==> src/hw/rtl/fsg_pkg.sv <==
// Shared types, constants and helper functions for the grey-to-bitmap
// error diffusion block. No dependencies.
package fsg_pkg;

  localparam int PIX_W  = 8;
  localparam int BYTE_W = 8;
  localparam int CFG_W  = 13;
  localparam int ERR_W  = 12;

  localparam logic [CFG_W-1:0] IMAGE_WIDTH_RESET = 13'd4096;

  typedef logic signed [ERR_W-1:0] err_t;

  localparam err_t TOP_ERR_WHITE = -12'sd64;
  localparam err_t TOP_ERR_BLACK = 12'sd63;

  localparam logic signed [13:0] WHITE_LEVEL = 14'sd255;
  localparam logic signed [13:0] THRESHOLD   = 14'sd127;

  typedef struct packed {
    err_t ul;
    err_t up;
    err_t ur;
    err_t left;
  } fsg_nbr_t;

  typedef struct packed {
    logic white;
    err_t err;
  } fsg_res_t;

  // Error carried into the left edge of a buffer at the end of a row.
  function automatic err_t edge_err(logic [PIX_W-1:0] p, logic black);
    logic signed [9:0]  t;
    logic signed [9:0]  t_adj;
    logic signed [9:0]  half;
    logic signed [11:0] v;
    t     = 10'sd127 - $signed({2'b00, p});
    t_adj = t + $signed({9'b0, t[9]});
    half  = t_adj >>> 1;
    v     = $signed({4'b0000, p}) - (black ? 12'sd255 : 12'sd0) + 12'(half);
    return v;
  endfunction

endpackage

==> src/hw/rtl/fsg_err_calc.sv <==
// Weighted neighbor error sum, threshold and saturated new error for one pixel.
// Depends on fsg_pkg.
module fsg_err_calc (
  input  logic [fsg_pkg::PIX_W-1:0] pixel,
  input  logic                      top,
  input  fsg_pkg::fsg_nbr_t         nbr,
  output fsg_pkg::fsg_res_t         res
);
  import fsg_pkg::*;

  logic signed [16:0] sum;
  logic signed [16:0] sum_adj;
  logic signed [12:0] quot;
  logic signed [12:0] corr;
  logic signed [13:0] grey;
  logic signed [13:0] err_raw;
  logic               white;

  always_comb begin
    sum = 17'(nbr.ul) + 17'(nbr.up) * 17'sd5 + 17'(nbr.ur) * 17'sd3
        + 17'(nbr.left) * 17'sd7;
    sum_adj = sum + (sum[16] ? 17'sd15 : 17'sd0);
    quot    = 13'(sum_adj >>> 4);
    corr    = top ? 13'(nbr.left) : quot;
    grey    = $signed({6'b000000, pixel}) + 14'(corr);
    white   = grey > THRESHOLD;
    err_raw = white ? grey - WHITE_LEVEL : grey;
    res.white = white;
    if (err_raw > 14'sd2047) begin
      res.err = 12'sd2047;
    end else if (err_raw < -14'sd2048) begin
      res.err = -12'sd2048;
    end else begin
      res.err = 12'(err_raw);
    end
  end

endmodule

==> config.mk <==
export PLATFORM = sky130hd
export DESIGN_NAME = fsg_err_calc
export DESIGN_NICKNAME = d
export VERILOG_FILES = /design/src/hw/rtl/fsg_pkg.sv /design/src/hw/rtl/fsg_err_calc.sv
export SDC_FILE = /design/constraint.sdc
export NUM_CORES = 1
export LEC_CHECK = 0
export BUFFER_PORTS_ARGS = -buffer_cell sky130_fd_sc_hd__buf_4
export CAP_MARGIN = 20
export CORE_UTILIZATION = 25
export DETAILED_ROUTE_END_ITERATION = 7
export GPL_ROUTABILITY_DRIVEN = 0
export SETUP_SLACK_MARGIN = 0.02
export SLEW_MARGIN = 15
export SYNTH_ARGS = -nofsm -noshare
export SYNTH_HDL_FRONTEND = slang
export SYNTH_SLANG_ARGS = --single-unit
export TNS_END_PERCENT = 50
==> constraint.sdc <==
create_clock -name vclk -period 9.17
set_input_delay 0.917 -clock vclk [all_inputs]
set_output_delay 0.917 -clock vclk [all_outputs]
set_load 0.05 [all_outputs]
### Word level (Yosys, flattened, before mapping)

Index checks and enable logic that the tools add are counted.
W data, S select, Z words.

| cells by class | value |
|---|---|
| add/sub/neg operators | 6 |
| multiply operators | 3 |
| $lt $le $gt $ge | 3 |
| multiplexer cells | 5 |

Operators with widths:

| kind | number |
|---|---|
| $mul A12 B4 Y16 const B | 2 |
| $mux W12 | 2 |
| $add A12 B16 Y17 | 1 |
| $add A17 B15 Y17 | 1 |
| $add A17 B16 Y17 | 1 |
| $add A17 B5 Y17 | 1 |
| $mul A12 B3 Y15 const B | 1 |
| $add A9 B13 Y14 | 1 |
| $gt A14 B12 Y1 const B | 1 |
| $gt A14 B8 Y1 const B | 1 |
| $lt A14 B12 Y1 const B | 1 |
| $mux W14 | 1 |
| $sub A14 B9 Y14 const B | 1 |
| $mux W13 | 1 |
| $mux W4 | 1 |

| word-level totals | value |
|---|---|
| bits in registers | 0 |
| input port bits | 57 |
| output and inout port bits | 13 |
| word-level logic and storage cells | 17 |

### Longest topological paths before layout

Gate-level depths: netlist of run 1.

| logic depth | value |
|---|---|
| depth in word-level cells | 13 |
| gate-level depth with buffers | 36 |
| mapped depth without buffers | 34 |

### Worst setup path before layout of run 1

OpenSTA, ideal clock, no wires.

| timing path | value |
|---|---|
| kind | input to output |
| start | in nbr[7] (netlist bit) |
| end | out res[1] (netlist bit) |
| data arrival time | 8820 ps |
| slack | -567 ps |
| stages on the path | 32 |
| buffers on the path | 1 |
| cell sequence | ha_1 -> fa_1 -> fa_1 -> fa_1 -> inv_1 -> fa_1 -> inv_1 -> ha_1 -> a21oi_1 -> o21ai_1 -> a221oi_1 -> nand2_1 -> xnor2_1 -> nor2_1 -> xnor2_1 -> o21ai_0 -> ha_1 -> fa_1 -> a21o_1 -> a21oi_1 -> o21ai_0 -> nor2_1 -> xor2_1 -> nor4_1 -> mux2_2 -> mux2i_1 -> nor4b_1 -> a311oi_1 -> nor2_1 -> a221oi_2 -> buf_6 -> a21oi_1 |

RTL lines:

| element | line | source |
|---|---|---|
| from (decl) | fsg_err_calc.sv:6 | `input fsg_pkg::fsg_nbr_t nbr,` |
| to (decl) | fsg_err_calc.sv:7 | `output fsg_pkg::fsg_res_t res` |

==> impl_metrics.ini, run 1 <==
[run_status]
status = finished, final reports clean

[sta]
period_share_pct = 99.2
setup_viol = 0
fin_ws_ns = 0.0753
period_needed_ns = 9.09
tightest_slew_ns = 0.498
slew_headroom_pct = 66.7
rsz0062_at_grt = true
setup-tns-final_ns = 0
holdWs_ns = 2.53
drv_slew = 0
fmax_ghz = 0.110
final_hold_viol_count = 0

[synth]
synth_common_cells = 77 x fa_1, 77 x inv_1, 71 x ha_1
synth_cell_type_count = 67
syn_inst = 529
netlist_area_sq_um = 4750
syn_avg_cell_area_sq_um = 8.97
yosysTopAreaCell = fa_1
netlist_top_cells_area = fa_1 32%, ha_1 19%, inv_1 6.1%
yosys_warnings = 0
yosysSeqAreaShare_pct = 0
syn-num-nets = 734
yosysTopAreaCellShare_pct = 32.5

[global_route]
grt_pass1_wl_um = 21700
grt.overflow.total = 0
grt_max_degree = 35
grt_antenna_before_repair = 0
grt_pass1_vias = 4694
grtUsageTotal_pct = 13.2

[placement]
io_buffers = 70
pre_cts_slack_ns = -0.293
post-dp-hpwl_um = 11100

[setup_path]
slowest_stage = fa_1
start_kind = input port
critPathBufInv = 7
slowest_delay_ns = 0.53
worstSetupEndpointType = output port
path_class = input port to output port
cp.arrival_ns = 8.18
cp_top_family = adder cells
crit_fanout = 6
cp_num_cells = 36
cp.required_ns = 8.25
cpMostUsedCell = buf_4

[detailed_routing]
ant_nets = 0
wl_met3_um = 224
drc = 0
totalWireLength_um = 13000
via_per_inst = 4.64
detail_route.iter0.violations = 126
wl_met1_um = 5580
drt_pass1_iterations = 6
wl_per_cell_um = 13.7
via_count = 4402
top_layer_used = met4
met2WireLength_um = 7170

[cells_and_area]
register_area_sq_um = 0
area_growth_pct = 51.9
nNetsFinal = 922
drive_above_1_share_pct = 41.3
fin_util_pct = 38.7
n_sequential_cell = 0
nClkBuffers = 0
antenna_cells = 0

[flow_run]
max_cap_viol_count = 0

[floorplanning]
core_area_sq_um = 18600
pin_count = 70
die_w_um = 140
start_util_pct = 25.5
die_area_sq_um = 19500
die_h_um = 140
core.rowCount = 50

[cts]
cts_hold_buf = 0

[min_path]
worstHoldPathCells = 5
hp-class = input port to output port
## layout by cell type (no fill, tap or decap), types with 14 or more instances in the layout
cell / count
a21oi_1: 16
buf_4: 173
buf_6: 17
fa_1: 71
ha_1: 52
inv_1: 71
nand2_1: 35
nor2_1: 22
o21ai_0: 14
xnor2_1: 16
xor2_1: 16
## area by class of cell
class,instances,area [sq um]
repair buffers,196,1610
well taps,234,293
inverters,77,289
fillers,1871,11400
multi-input cells,442,5020
## worst paths after layout
kind	start	to
worst min-delay path	pixel[0]	res[0]
worst max-delay path	nbr[19]	res[4]
## stage by stage
step / cells / area [sq um]
2_1_floorplan: 529 / 4910
3_3_place_gp: 930 / 6540
3_5_place_dp: 930 / 6540
4_1_cts: 944 / 6870
5_1_grt: 949 / 7210
6_report: 949 / 7210
## routing by layer
metal / GRT usage [%] / vias to the layer above
li1: - / 2219
met3: 0.172 / 2
met5: 0 / -
met2: 25.9 / 65
met4: 0.347 / 0
met1: 17.0 / 2116
## cell families (layout without fill, tap and decap cells)
family                     count (synthesis)  count (layout)  synth area share, %
AOI/OAI and AO/OA                        124             124                 19.4
xor gates and xnor gates                  37              37                 6.99
adders and majority gates                148             148                 51.2
buffers and inverters                     87             273                 7.25
muxes                                      7               7                 1.53
and+or+nand+nor                          126             126                 13.6
## timing repair
action	in CTS	in global routing
cloned	1	0
endpoints found under the setup margin	11	12
gates resized for setup	47	59
buffers inserted	13	7
pin swaps	47	75
Power of run 1 is not shown: default switching activity piles up to over one toggle a cycle in this logic, so the estimate is an artifact.
==> run 2, diff against run 1 <==
- CORE_UTILIZATION: 25 -> 55
- PLACE_DENSITY: not set -> 0.8
==> run 2 against run 1 <==
Against the previous run:
- the flow now finishes with violations (negative setup slack)
- global-route usage rose by 18 points
- die area fell by 54%
- critical endpoint is now res[1]
- non-clock buffer count is 4 lower
- setup slack got worse by 0.87 ns
- worst hold slack worse by 0.0076 ns
- sequential share of layout area unchanged
- maximum frequency down 8.7%
- wire length increased by 41%
==> impl_metrics.ini, run 2 (synthesis gave the netlist of run 1 again) <==
[run_status]
status = complete, but fails checks
violations = negative setup slack

[setup_path]
critPathBufInv = 10
slowest_stage = fa_1
slowest_delay_ns = 0.58
cp_top_family = adder cells
path_class = input port to output port
cp.required_ns = 8.25
cpMostUsedCell = buf_4
worstSetupEndpointType = output port
crit_fanout = 6
cp.arrival_ns = 9.05
start_kind = input port

[cells_and_area]
area_growth_pct = 47.5
antenna_cells = 0
stdcell_area_sq_um = 7000
n_sequential_cell = 0
drive_above_1_share_pct = 41.9
nClkBuffers = 0
layout_commonest_cell = buf_4
most-common-layout-cells = 171 x buf_4, 72 x fa_1, 68 x inv_1
layoutNonFillerInstCount = 816
nNetsFinal = 918
register_area_sq_um = 0

[sta]
period_needed_ns = 9.96
slew_headroom_pct = 59.7
drv_slew = 0
final_hold_viol_count = 0
tightest_slew_ns = 0.600
setup_viol = 12
fin_ws_ns = -0.794
holdWs_ns = 2.53
rsz0062_at_grt = true
fmax_ghz = 0.100
period_share_pct = 109

[detailed_routing]
detail_route.iter0.violations = 481
ant_nets = 0
totalWireLength_um = 18400
drt_pass1_iterations = 7
wl_per_cell_um = 22.5
via_per_inst = 6.53
drc = 0
via_count = 5326

[global_route]
use_met3_pct = 2.50
grt_max_degree = 35
busiest_layer = met2
grt_pass1_vias = 5113
grt.overflow.total = 0
grt_use_met1_pct = 36.1
grtUsageTotal_pct = 31.4
grt_antenna_before_repair = 0
grt_pass1_wl_um = 22400
met2_usage_pct = 59.6

[min_path]
hp-class = input port to output port

[cts]
cts_hold_buf = 0

[placement]
place_area_sq_um = 6280
io_buffers = 70
placedCellCount = 790
post-dp-hpwl_um = 10900

[floorplanning]
die_area_sq_um = 9000
start_util_pct = 57.2
pin_count = 70
die_h_um = 94.9
core.rowCount = 33
die_w_um = 94.9
core_area_sq_um = 8300

[flow_run]
max_cap_viol_count = 0
## run 2: changes by cell type in the layout (fill, tap and decap cells not counted), moves of 3 or more
cell    delta
xor2_2     +3
inv_1      -3
xor2_1     -3
inv_2      +3
## run 2: final timing paths
| path | startpoint | end | slack, ns | cells past startpoint |
|---|---|---|---|---|
| setup / recovery | nbr[9] | res[1] | -0.79 | 35 |
| hold / removal | pixel[0] | res[0] | 2.53 | 5 |
## run 2: cell type report
| cell class | instances | area, sq um |
|---|---|---|
| multi-input cells | 442 | 5010 |
| well taps | 105 | 131 |
| fillers | 407 | 1300 |
| repair buffers | 192 | 1570 |
| inverters | 77 | 289 |
## run 2: metrics by stage
stage / util [%] / setup WS (ns) / TNS (ns)
after floorplan: - / 0.0213 / 0
after global placement: 75.7 / -0.229 / -2.43
after detailed placement: 75.7 / -0.425 / -4.52
after CTS: 79.0 / 0.0269 / 0
after global routing: 84.3 / -1.07 / -11.02
final: 84.3 / -0.794 / -6.62
## run 2: repair_timing
item                                    4_1_cts  5_1_grt
gates cloned                                  1        1
setup buffers                                10       15
gates resized for setup                      40       64
pin swaps                                    37       58
endpoints found under the setup margin       11       11
## run 2: worst min-delay path: stages
cell	delay (ns)
buf_4	0.09
ha_2	0.18
xnor2_1	0.22
o21ai_4	0.06
buf_6	0.15
## run 2: routing by layer
| metal | vias to the layer above | routed length, um |
|---|---|---|
| met5 | - | 0 |
| met4 | 0 | 1760 |
| met3 | 209 | 1550 |
| met2 | 426 | 9110 |
| met1 | 2488 | 5980 |
| li1 | 2203 | - |
Power of run 2 is left out for the same reason.
==> run 3, diff against run 2 <==
- ABC_CLOCK_PERIOD_IN_PS: not set -> 9170
- CAP_MARGIN: 20 -> 15
- CELL_PAD_IN_SITES_DETAIL_PLACEMENT: not set -> 2
- CELL_PAD_IN_SITES_GLOBAL_PLACEMENT: not set -> 2
- CORE_UTILIZATION: 55 -> 34
- PLACE_DENSITY: 0.8 -> not set
- PLACE_DENSITY_LB_ADDON: not set -> 0.1
==> run 3 against run 2 <==
Against the previous run:
- the run still ends with negative setup slack left
- highest routed layer unchanged
- final cell count increased by 10%
- sequential cell count unchanged
- maximum frequency increased by 4.6%
- sequential share of layout area unchanged
- setup slack improved by 0.44 ns
- die area increased by 60%
==> impl_metrics.ini, run 3 (synthesis gave the netlist of run 1 again) <==
[run_status]
status = complete, but fails checks
violations = negative setup slack

[cells_and_area]
multiInputGateArea_sq_um = 5080
n_sequential_cell = 0
nClkBuffers = 0
fin_util_pct = 54.0
layout_commonest_cell = buf_4
most-common-layout-cells = 180 x buf_4, 70 x fa_1, 67 x inv_1
register_area_sq_um = 0
drive_above_1_share_pct = 44.6
nNetsFinal = 931
area_growth_pct = 53.1
fillers = 1371
antenna_cells = 0

[setup_path]
path_class = input port to output port
start_kind = input port
cp.arrival_ns = 8.61
worstSetupEndpointType = output port
cp.required_ns = 8.25
slowest_stage = fa_1
crit_fanout = 6
slowest_delay_ns = 0.56

[min_path]
worstHoldPathCells = 6
whs_endpoint = res[0]
worstHoldStart = pixel[0]
hp-class = input port to output port

[detailed_routing]
drc = 0
detail_route.iter0.violations = 189
via_count = 4996
drt_pass1_iterations = 4
ant_nets = 0
via_per_inst = 5.55
wl_per_cell_um = 24.9
totalWireLength_um = 22400

[floorplanning]
die_h_um = 120
die_w_um = 120
start_util_pct = 35.3
die_area_sq_um = 14400
core.rowCount = 42
core_area_sq_um = 13500
pin_count = 70

[global_route]
grt_pass1_vias = 5841
grt_pass1_wl_um = 30800
grt.overflow.total = 0
grt_max_degree = 35
grt_antenna_before_repair = 0
grtUsageTotal_pct = 27.5

[sta]
rsz0062_at_grt = true
fmax_ghz = 0.105
holdWs_ns = 2.59
period_share_pct = 104
drv_slew = 0
period_needed_ns = 9.52
final_hold_viol_count = 0
tightest_slew_ns = 0.554
fin_ws_ns = -0.353
slew_headroom_pct = 62.0
setup_viol = 11

[cts]
cts_hold_buf = 0

[placement]
post-dp-hpwl_um = 15700
io_buffers = 70

[flow_run]
max_cap_viol_count = 0
run 3: repair_timing:
action | in CTS | in global routing
setup buffers | 18 | 9
pin swaps | 96 | 22
gates resized for setup | 82 | 44
cloned | 2 | 0
setup endpoints to repair | 11 | 12
run 3: per-stage QoR:
stage	instance area, sq um	setup slack [ns]	instances	TNS [ns]
3_5_place_dp	6470	-0.690	874	-7.50
4_1_cts	7010	-0.0772	894	-0.640
5_1_grt	7260	-0.579	900	-6.21
6_report	7260	-0.353	900	-3.43
2_1_floorplan	4910	0.0213	529	0
3_3_place_gp	6470	-0.280	874	-3.00
run 3: routing by layer:
layer	track usage, %	wire [um]
met1	31.0	8570
met3	1.24	534
met2	55.0	12400
met5	0	0
met4	7.73	876
run 3: critical path, delay by kind of cell:
| kind | cells | cell delay (ns) |
|---|---|---|
| adders and majority gates | 7 | 2.81 |
| and+or+nand+nor | 8 | 1.87 |
| AOI/OAI and AO/OA | 8 | 1.25 |
| buffers and inverters | 8 | 1.07 |
| xor gates and xnor gates | 2 | 0.35 |
| muxes | 1 | 0.31 |
run 3: area by class of cell:
class              count  share of cell area [%]
multi-input cells    442                    69.9
repair buffers       205                    23.0
inverters             77                    3.98
well taps            176                    3.03
run 3: how the worst max path moves through the flow:
stage               cells past startpoint     from  slack, ns     end
detailed placement                     34  nbr[23]      -0.69  res[2]
floorplan                              34   nbr[3]       0.02  res[0]
CTS                                    38  nbr[15]      -0.08  res[2]
global route                           36  nbr[15]      -0.58  res[1]
global placement                       34   nbr[9]      -0.28  res[2]
finish                                 34   nbr[4]      -0.35  res[1]
Power of run 3 is left out for the same reason.
